===== config.mk =====
export PLATFORM = sky130hd
export DESIGN_NAME = incremental_pid_with_clamp
export DESIGN_NICKNAME = d
export VERILOG_FILES = /design/src/design/ipid_pkg.sv /design/src/design/incremental_pid_with_clamp.sv
export SDC_FILE = /design/constraint.sdc
export NUM_CORES = 2
export LEC_CHECK = 0
export BUFFER_PORTS_ARGS = -buffer_cell sky130_fd_sc_hd__clkbuf_2
export CAP_MARGIN = 10
export CORE_AREA = 2 2 352 354
export CTS_CLUSTER_DIAMETER = 80
export DETAILED_ROUTE_END_ITERATION = 10
export DIE_AREA = 0 0 354 356
export HOLD_SLACK_MARGIN = 0.1
export PLACE_DENSITY = 0.55
export SYNTH_ARGS = -nofsm -noshare
export SYNTH_HDL_FRONTEND = slang
export SYNTH_SLANG_ARGS = --single-unit

===== constraint.sdc =====
create_clock -name clk -period 62.6 [get_ports clk]
set_clock_uncertainty 0.1 [all_clocks]
set_input_delay 6.26 -clock clk [delete_from_list [all_inputs] [get_ports clk]]
set_output_delay 6.26 -clock clk [all_outputs]
set_load 0.02 [all_outputs]

===== src/design/ipid_pkg.sv =====
// Widths, register indexes and law codes of the incremental PID block.
package ipid_pkg;

  // Sample and gain formats
  localparam int SAMPLE_W  = 16;
  localparam int GAIN_FRAC = 8;
  localparam int GAIN_W    = 16;
  localparam int LIMIT_W   = SAMPLE_W - 1;

  // Internal arithmetic widths
  localparam int ERR_W  = SAMPLE_W + 1;          // ref - fdb
  localparam int D1_W   = SAMPLE_W + 2;          // e - e1
  localparam int D2_W   = SAMPLE_W + 3;          // e - 2*e1 + e0
  localparam int PROD_W = GAIN_W + 1 + D2_W;     // gain times a difference
  localparam int SUM_W  = PROD_W + 3;            // accumulator plus three products
  localparam int ACC_W  = SAMPLE_W + GAIN_FRAC + 2;

  // Stream payload widths, padded to whole bytes
  localparam int IN_TDATA_W   = ((2 * SAMPLE_W + 7) / 8) * 8;
  localparam int OUT_FIELDS_W = SAMPLE_W + ERR_W;
  localparam int OUT_TDATA_W  = ((OUT_FIELDS_W + 7) / 8) * 8;

  // Configuration port
  localparam int CFG_ADDR_W = 3;
  localparam int CFG_DATA_W = (GAIN_W > LIMIT_W) ? GAIN_W : LIMIT_W;

  typedef enum logic [CFG_ADDR_W-1:0] {
    REG_GAIN_P,
    REG_GAIN_I,
    REG_GAIN_D,
    REG_DRIVE_LIMIT,
    REG_DRIVE_FLOOR,
    REG_LAW_SELECT
  } cfg_reg_t;

  // Control law codes
  localparam logic LAW_PID  = 1'b0;
  localparam logic LAW_PROP = 1'b1;

endpackage


===== src/design/incremental_pid_with_clamp.sv =====
// Incremental PID controller with output clamp and a proportional deadzone law.
//
// Each input transfer carries a reference and a feedback sample; each one
// produces exactly one result with the new drive, the error and a clamp flag.
// The block takes one sample per clock while the output side is not stalled.
// That rate comes from the controller loop: the gain multipliers, the accumulator
// add and the clamp all close combinationally into the accumulator and
// error-history registers. Gains are unsigned Q8.8, the accumulator keeps 8
// fraction bits and drive is its integer part truncated toward zero. Law 0 is
// the velocity-form PID with saturation to +-drive_limit; law 1 is proportional
// only, clamped, then forced to zero below drive_floor, and leaves the error
// history alone. Reset clears the accumulator and the error history.
// Configuration must be written through the plain write port only while the
// block is idle; the block itself does not enforce this.
module incremental_pid_with_clamp (
  input  logic                             clk,
  input  logic                             rst_n,
  // input stream
  input  logic                             in_tvalid,
  output logic                             in_tready,
  input  logic [ipid_pkg::IN_TDATA_W-1:0]  in_tdata,   // reference, feedback
  // result stream
  output logic                             out_tvalid,
  input  logic                             out_tready,
  output logic [ipid_pkg::OUT_TDATA_W-1:0] out_tdata,  // drive, error_now, zero pad
  output logic                             out_tuser,  // clamped
  // configuration writes
  input  logic                             cfg_we,
  input  logic [ipid_pkg::CFG_ADDR_W-1:0]  cfg_addr,
  input  logic [ipid_pkg::CFG_DATA_W-1:0]  cfg_wdata
);
  import ipid_pkg::*;

  localparam logic signed [ACC_W-1:0] FRAC_MASK = ACC_W'((1 << GAIN_FRAC) - 1);

  // Configuration registers
  logic [GAIN_W-1:0]  gain_p_r, gain_i_r, gain_d_r;
  logic [LIMIT_W-1:0] drive_limit_r, drive_floor_r;
  logic               law_select_r;

  // Input stage
  logic                    s1_valid_r;
  logic signed [ERR_W-1:0] s1_err_r;
  logic signed [ERR_W-1:0] err_in;

  // Controller state
  logic signed [ACC_W-1:0] acc_r, acc_nxt;
  logic signed [ERR_W-1:0] err1_r, err2_r;

  // Result stage
  logic                    out_valid_r;
  logic [SAMPLE_W-1:0]     out_drive_r, drive_nxt;
  logic [ERR_W-1:0]        out_err_r;
  logic                    out_clamp_r, clamp_nxt;

  // Datapath
  logic signed [D1_W-1:0]     d1, p_opnd;
  logic signed [D2_W-1:0]     d2;
  logic signed [GAIN_W:0]     gp_s, gi_s, gd_s;
  logic signed [PROD_W-1:0]   prod_p, prod_i, prod_d;
  logic signed [SUM_W-1:0]    sum_pid, pre, lim_w, neg_lim, clip_v;
  logic                       over_hi, over_lo, dead_zero;
  logic signed [ACC_W-1:0]    clip_acc, mag, floor_w, biased, shifted;

  logic adv, in_xfer;

  // Handshake: the compute step advances when the result register is free
  assign adv        = s1_valid_r && (!out_valid_r || out_tready);
  assign in_tready  = !s1_valid_r || adv;
  assign in_xfer    = in_tvalid && in_tready;
  assign out_tvalid = out_valid_r;
  assign out_tuser  = out_clamp_r;
  assign out_tdata  = OUT_TDATA_W'({out_err_r, out_drive_r});

  // Error of the incoming sample pair
  assign err_in = ERR_W'($signed(in_tdata[SAMPLE_W-1:0])) -
                  ERR_W'($signed(in_tdata[2*SAMPLE_W-1:SAMPLE_W]));

  // Error differences
  assign d1 = D1_W'(s1_err_r) - D1_W'(err1_r);
  assign d2 = D2_W'(s1_err_r) - (D2_W'(err1_r) <<< 1) + D2_W'(err2_r);

  // Gains as non-negative signed operands
  assign gp_s = $signed({1'b0, gain_p_r});
  assign gi_s = $signed({1'b0, gain_i_r});
  assign gd_s = $signed({1'b0, gain_d_r});

  // The proportional multiplier sees e - e1 in PID mode and e in P mode
  assign p_opnd = (law_select_r == LAW_PROP) ? D1_W'(s1_err_r) : d1;
  assign prod_p = PROD_W'(gp_s) * PROD_W'(p_opnd);
  assign prod_i = PROD_W'(gi_s) * PROD_W'(s1_err_r);
  assign prod_d = PROD_W'(gd_s) * PROD_W'(d2);

  assign sum_pid = SUM_W'(acc_r) + SUM_W'(prod_p) + SUM_W'(prod_i) + SUM_W'(prod_d);
  assign pre     = (law_select_r == LAW_PROP) ? SUM_W'(prod_p) : sum_pid;

  // Saturation to +-drive_limit
  assign lim_w   = $signed(SUM_W'(drive_limit_r) << GAIN_FRAC);
  assign neg_lim = -lim_w;
  assign over_hi = pre > lim_w;
  assign over_lo = pre < neg_lim;
  assign clip_v  = over_hi ? lim_w : (over_lo ? neg_lim : pre);
  assign clip_acc  = ACC_W'(clip_v);
  assign clamp_nxt = over_hi || over_lo;

  // Deadzone in proportional mode
  assign mag       = clip_acc[ACC_W-1] ? -clip_acc : clip_acc;
  assign floor_w   = $signed(ACC_W'(drive_floor_r) << GAIN_FRAC);
  assign dead_zero = (law_select_r == LAW_PROP) && (mag < floor_w);
  assign acc_nxt   = dead_zero ? '0 : clip_acc;

  // Integer part, truncated toward zero
  assign biased    = acc_nxt + (acc_nxt[ACC_W-1] ? FRAC_MASK : '0);
  assign shifted   = biased >>> GAIN_FRAC;
  assign drive_nxt = shifted[SAMPLE_W-1:0];

  // Configuration writes
  always_ff @(posedge clk) begin
    if (!rst_n) begin
      gain_p_r      <= '0;
      gain_i_r      <= '0;
      gain_d_r      <= '0;
      drive_limit_r <= '1;
      drive_floor_r <= '0;
      law_select_r  <= LAW_PID;
    end else if (cfg_we) begin
      case (cfg_addr)
        REG_GAIN_P:      gain_p_r      <= cfg_wdata[GAIN_W-1:0];
        REG_GAIN_I:      gain_i_r      <= cfg_wdata[GAIN_W-1:0];
        REG_GAIN_D:      gain_d_r      <= cfg_wdata[GAIN_W-1:0];
        REG_DRIVE_LIMIT: drive_limit_r <= cfg_wdata[LIMIT_W-1:0];
        REG_DRIVE_FLOOR: drive_floor_r <= cfg_wdata[LIMIT_W-1:0];
        REG_LAW_SELECT:  law_select_r  <= cfg_wdata[0];
        default: ;
      endcase
    end
  end

  // Valid flags and controller state
  always_ff @(posedge clk) begin
    if (!rst_n) begin
      s1_valid_r  <= 1'b0;
      out_valid_r <= 1'b0;
      acc_r       <= '0;
      err1_r      <= '0;
      err2_r      <= '0;
    end else begin
      if (in_xfer) begin
        s1_valid_r <= 1'b1;
      end else if (adv) begin
        s1_valid_r <= 1'b0;
      end
      if (adv) begin
        out_valid_r <= 1'b1;
      end else if (out_tready) begin
        out_valid_r <= 1'b0;
      end
      if (adv) begin
        acc_r <= acc_nxt;
        if (law_select_r == LAW_PID) begin
          err2_r <= err1_r;
          err1_r <= s1_err_r;
        end
      end
    end
  end

  // Payload registers
  always_ff @(posedge clk) begin
    if (in_xfer) begin
      s1_err_r <= err_in;
    end
    if (adv) begin
      out_drive_r <= drive_nxt;
      out_err_r   <= s1_err_r;
      out_clamp_r <= clamp_nxt;
    end
  end

endmodule


After elaboration in Yosys (flattened, before gate mapping)
Index checks and enable logic that the tools add are counted.
W data, S select, Z words.

storage, ports and cells
  register bits = 192
  latch bits = 0
  RAM bits = 0
  bits in read-only memories = 0
  input port bits = 56
  output and inout port bits = 43
  logic and storage cells = 66
  memories kept = 0

operators by class
  add/subtract/negate cells = 10
  multipliers = 3
  divide/modulo/power cells = 0
  order comparisons = 3
  eq/ne operators = 5
  shifts and indexed selects = 0
  multiplexer cells = 11
  bitwise gates (word level) = 1
  reductions and logical operators = 18

operators by type and width
  cell                  number
  $mux W26              4
  $gt A39 B24 Y1        1
  $lt A39 B39 Y1        1
  $mux W39              1
  $neg A23 Y39          1
  $add A37 B36 Y38      1
  $add A36 B34 Y37      1
  $add A26 B35 Y36      1
  $mul A17 B19 Y36      1
  $mul A17 B18 Y35      1
  $mul A17 B17 Y34      1
  $lt A26 B24 Y1        1
  $neg A26 Y26          1
  $add A24 B8 Y24       1
  $add A19 B17 Y19      1
  $sub A17 B18 Y19      1
  $mux W18              1
  $sub A17 B17 Y18      1
  $sub A16 B16 Y17      1
  $reduce_and A2 Y1     7
  $mux W8               1
  $eq A3 B2 Y1 const B  2
  $eq A3 B3 Y1 const B  2
  $mux W1               4
  7 further kinds       13

Depth between registers and ports, before layout
  depth after elaboration = 17
  gate-level depth with buffers = 107
  depth with buffers taken out = 103

Worst setup path after synthesis
No wires, ideal clock.

  kind = flip-flop to flip-flop
  start = reg s1_err_r[0]
  end = reg out_drive_r[8] (data pin)
  setup time = 258 ps
  data arrival time = 21184 ps
  data required time = 62242 ps
  setup slack = 41058 ps
  cell stages (with the launch flop) = 97
  path buffers = 4
  period minus slack after synthesis = 21542 ps
  cell sequence = edfxtp_1 inv_1 ha_1 inv_1 fa_1 a21o_1 a21oi_1 o21ai_0 a21oi_1 o21ai_0 a21oi_1 o21ai_0 a21oi_1 o21ai_0 a21oi_1 o21ai_0 a21oi_1 o21ai_0 [... 61 more ...] nand4_1 o41ai_1 a41o_1 a211oi_4 buf_4 nor3_1 ha_1 a21oi_1 nor2b_1 o21ai_0 nand2b_1 a221oi_1 inv_1 o2111ai_1 and4bb_2 nand2_1 xor2_1 nor3_1

between the ends
  word-level cells in the longest chain between the ends = 17
  elaborated cells on any way between the ends = 22
  those cells by class = add/sub (8); mul (3); order compare (3); mux (7); reduce/logical (1)

ends and longest elaborated chain
  what                      RTL line                           source
  start: declaration        incremental_pid_with_clamp.sv:43   logic signed [ERR_W-1:0] s1_err_r;
  start signal: assignment  incremental_pid_with_clamp.sv:171  s1_err_r <= err_in;
  $sub A17 B17 Y18          incremental_pid_with_clamp.sv:80   assign d1 = D1_W'(s1_err_r) - D1_W'(err1_r);
  $mux W18                  incremental_pid_with_clamp.sv:89   assign p_opnd = (law_select_r == LAW_PROP) ? D1_W'(s1_err_r) : d1;
  $mul A17 B18 Y35          incremental_pid_with_clamp.sv:90   assign prod_p = PROD_W'(gp_s) * PROD_W'(p_opnd);
  $add A26 B35 Y36          incremental_pid_with_clamp.sv:94   assign sum_pid = SUM_W'(acc_r) + SUM_W'(prod_p) + SUM_W'(prod_i) + SUM_W'(prod_d);
  $add A36 B34 Y37          incremental_pid_with_clamp.sv:94
  $add A37 B36 Y38          incremental_pid_with_clamp.sv:94
  $mux W39 (*)              incremental_pid_with_clamp.sv:95   assign pre = (law_select_r == LAW_PROP) ? SUM_W'(prod_p) : sum_pid;
  $lt A39 B39 Y1            incremental_pid_with_clamp.sv:101  assign over_lo = pre < neg_lim;
  [... 3 more ...]          -
  $mux W26                  incremental_pid_with_clamp.sv:107  assign mag = clip_acc[ACC_W-1] ? -clip_acc : clip_acc;
  $lt A26 B24 Y1            incremental_pid_with_clamp.sv:109  assign dead_zero = (law_select_r == LAW_PROP) && (mag < floor_w);
  $logic_and A1 B1 Y1       incremental_pid_with_clamp.sv:109
  $mux W26 (*)              incremental_pid_with_clamp.sv:110  assign acc_nxt = dead_zero ? '0 : clip_acc;
  named net acc_nxt[25]     incremental_pid_with_clamp.sv:47   logic signed [ACC_W-1:0] acc_r, acc_nxt;
  $mux W8 (*)               incremental_pid_with_clamp.sv:113  assign biased = acc_nxt + (acc_nxt[ACC_W-1] ? FRAC_MASK : '0);
  $add A24 B8 Y24 (*)       incremental_pid_with_clamp.sv:113
  named net biased[16]      incremental_pid_with_clamp.sv:63   logic signed [ACC_W-1:0] clip_acc, mag, floor_w, biased, shifted;
  end signal: assignment    incremental_pid_with_clamp.sv:174  out_drive_r <= drive_nxt;
  end: declaration          incremental_pid_with_clamp.sv:52   logic [SAMPLE_W-1:0] out_drive_r, drive_nxt;

The timed path passes the listed nets; every way through them passes the cells marked *.
A chain may end at the register's enable or synchronous reset.

Worst setup path in the final report
  start = reg s1_err_r[0]
  end = reg out_drive_r[12] (data pin)

The elaborated chain is that of the path after synthesis.

==> impl_metrics.py <==
metrics = {
    "route": {
        "via_per_inst": 5.08,
        "drtPass1Iterations": 6,
        "routedWlPerCell_um": 19.9,
        "drtIter0Drc": 2268,
        "drcViolationCount": 0,
        "num_vias": 36800,
        "drt_wl_total_um": 145000,
        "drtAntennaViolNets": 0,
    },
    "placement": {
        "dp_hpwl_um": 120000,
        "post_dp_cell_area_um2": 51000,
        "port_buffers": 91,
        "gp_congestion": 0.967,
        "place_inst": 7215,
    },
    "critical_path": {
        "worstPathMaxFanout": 50,
        "cpPeakStageDelay_ns": 0.79,
        "timing.critical_path.mode_cell": "fa_1",
        "startpoint_type": "flip-flop",
        "r2r-start": "s1_err_r[0]$_DFFE_PP_",
        "endpoint_kind": "flip-flop",
        "cp.arrival_ns": 26.00,
        "worstSetupPathType": "flip-flop to flip-flop",
        "required_ns": 62.75,
        "rrSetupSlack_ns": 36.75,
        "reg2reg_to": "out_drive_r[12]$_DFFE_PP_",
        "slowest_stage": "o22ai_1",
        "r2r_cells": 92,
    },
    "yosys": {
        "synth_area_leaders": "fa_1 (40%), inv_1 (11%), ha_1 (11%), nand2_1 (6.6%), dfxtp_1 (5.8%)",
        "yosysSeqAreaShare_pct": 8.95,
        "yosys.area.top_type": "fa_1",
        "yosysWarnings": 0,
        "synth_edf_count": 51,
        "synth.top_cells.by_count": "inv_1 (1388), fa_1 (972), nand2_1 (860), ha_1 (414), and2_1 (343)",
        "synth-seq-cells": 192,
        "syn-instance-count": 5643,
        "synthMostInstantiatedCell": "inv_1",
        "synth_area_per_cell_um2": 8.63,
        "yosysUniqueCellTypes": 90,
        "synth-main-ff-cell": "dfxtp_1",
        "yosys.area.top_type_share_pct": 40.0,
        "async_flop_share_pct": 0,
        "synthesis.area_um2": 48700,
    },
    "sta": {
        "slew_headroom_pct": 20.0,
        "worst_slew_pin_slew_ns": 1.20,
        "finalSetupViolCount": 0,
        "rsz0062_at_grt": "false",
        "tns_ns": 0,
        "period_needed_ns": 25.85,
        "hold_violations": 0,
        "period_share_pct": 41.3,
        "clock.fmax_ghz": 0.0387,
        "drv_slew": 0,
    },
    "clocking": {
        "ctsHtreeMaxLevel": 4,
        "postCtsSetupBuffers": 0,
        "cts_tree": "yes",
        "clkTransAtPathRegs_ns": 0.09,
        "numCtsBuffers": 17,
        "ctsResizeCount": 0,
        "clock_path_buffers": 2,
        "clock_latency_ns": 0.54,
        "root_buffer": "clkbuf_16",
        "cts_hold_buffers": 0,
        "cts_sinks": 192,
    },
    "min_path": {
        "hold_end": "acc_r[10]$_SDFFE_PN0P_",
        "hp-start": "acc_r[10]$_SDFFE_PN0P_",
        "hold_path_class": "flip-flop to flip-flop",
        "min_delay_path_depth": 2,
    },
    "grt": {
        "grt_max_degree": 74,
        "grt-ovfl-total": 0,
        "grt_util_all_layers_pct": 23.9,
        "grt_pass1_vias": 38400,
        "grt_pass1_wl_um": 230000,
        "antenna_found_initial": 1,
    },
    "power_and_ir_drop": {
        "powerDensity_nw_per_um2": 45.9,
        "ir_drop_uv": 88.0,
        "total_leakage_power_nw": 24.9,
    },
    "die": {
        "core_um2": 123000,
        "die_y_um": 356,
        "dieWidth_um": 354,
        "rows": 129,
        "dieArea_um2": 126000,
        "pin_count": 99,
        "initial_core_util_pct": 39.7,
    },
    "layout": {
        "fin_cells": 7247,
        "fin_area_um2": 51600,
        "n_antenna_cell": 0,
        "drive_above_1_share_pct": 4.90,
        "num-nets-final": 7039,
        "syn2layout_area_growth_pct": 5.91,
        "fillers": 12600,
    },
    "status": {
        "status": "complete, no violations",
    },
    "job": {
        "cap_viol_max_count": 0,
    },
}
-- sequential cells by signal, summed over array words and instances (netlist names) --
register / count
s1_valid_r: 1
out_err_r: 17
out_tvalid: 1
gain_d_r: 16
err1_r: 17
out_tuser: 1
drive_limit_r: 15
err2_r: 17
gain_i_r: 16
gain_p_r: 16
out_drive_r: 16
drive_floor_r: 15
acc_r: 26
s1_err_r: 17
law_select_r: 1
-- placed cells by master (no fill, tap or decap), drive strengths merged, types with 117 or more instances in the layout --
master and instances:
fa 972, o21ai 127, ha 414, nand2 861
a21oi 141, inv 1396, dfxtp 141, and2 344
a21boi 117, nor2 128
-- per-layer routing --
metal / part of all wire [%] / track usage [%] / vias to the layer above
li1: - / - / 16800
met1: 45 / 33.2 / 18900
met2: 47 / 39.3 / 975
met3: 4.9 / 2.52 / 138
met4: 3.0 / 7.08 / 0
met5: 0 / 0 / -
-- logic make-up (layout without fill, tap and decap cells) --
| logic type | after synthesis | in the layout | share of synthesized area, % |
|---|---|---|---|
| AO/OA/AOI/OAI | 599 | 599 | 8.06 |
| other | 1 | 7 | 0.00770 |
| buffers and inverters | 1638 | 1599 | 12.8 |
| flip-flops | 192 | 192 | 8.95 |
| adder cells (fa/ha/maj) | 1386 | 1386 | 50.6 |
| XOR/XNOR | 141 | 141 | 2.57 |
| AND/OR/NAND/NOR | 1650 | 1650 | 16.2 |
| multiplexers | 36 | 36 | 0.769 |
-- worst max-delay path by stage --
| stage | startpoint | endpoint | slack [ns] | cells after the start |
|---|---|---|---|---|
| after floorplan | s1_err_r[0]$_DFFE_PP_ | out_drive_r[8]$_DFFE_PP_ | 41.06 | 96 |
| final | s1_err_r[0]$_DFFE_PP_ | out_drive_r[12]$_DFFE_PP_ | 36.75 | 92 |
| after detailed placement | s1_err_r[0]$_DFFE_PP_ | out_drive_r[8]$_DFFE_PP_ | 37.00 | 92 |
| after global placement | s1_err_r[0]$_DFFE_PP_ | out_drive_r[8]$_DFFE_PP_ | 37.27 | 92 |
| after CTS | s1_err_r[0]$_DFFE_PP_ | out_drive_r[8]$_DFFE_PP_ | 36.90 | 92 |
| after global routing | s1_err_r[0]$_DFFE_PP_ | out_drive_r[8]$_DFFE_PP_ | 34.94 | 98 |
-- cell type report --
type	count	area, µm²	share of cell area, %
Tap cell	1637	2050	3.97
Inverter	1390	5220	10.1
Clock buffer	18	439	0.852
Clock inverter	14	164	0.318
Sequential cell	192	4360	8.45
Multi-Input combinational cell	3819	38200	74.1
Timing Repair Buffer	177	1100	2.14
-- through the flow --
step | hold WS [ns] | setup WS [ns] | utilization, % | total power, W
floorplan | 0.325 | 41.06 | - | 0.00159
global placement | 0.335 | 37.27 | 41.5 | 0.00221
detailed placement | 0.335 | 37.00 | 41.5 | 0.00221
CTS | 0.355 | 36.90 | 42.0 | 0.00235
global route | 0.371 | 34.94 | 42.0 | 0.00260
finish | 0.356 | 36.75 | 42.0 | 0.00236
-- critical path, delay by kind of cell (launching register included) --
family,cells,cell delay [ns]
AOI/OAI and AO/OA,28,7.45
buffers and inverters,13,1.40
and+or+nand+nor,27,6.15
muxes,2,0.60
adders and majority gates,20,9.05
DFF,1,0.33
xor gates and xnor gates,2,0.35
-- where the power goes --
group	internal (W)	total (W)	switching [W]
Combinational	0.000733	0.00208	0.00134
Clock	0.0000548	0.000119	0.0000644
Sequential	0.000156	0.000169	0.0000128
Note: power is estimated with default switching activity, not from simulation.
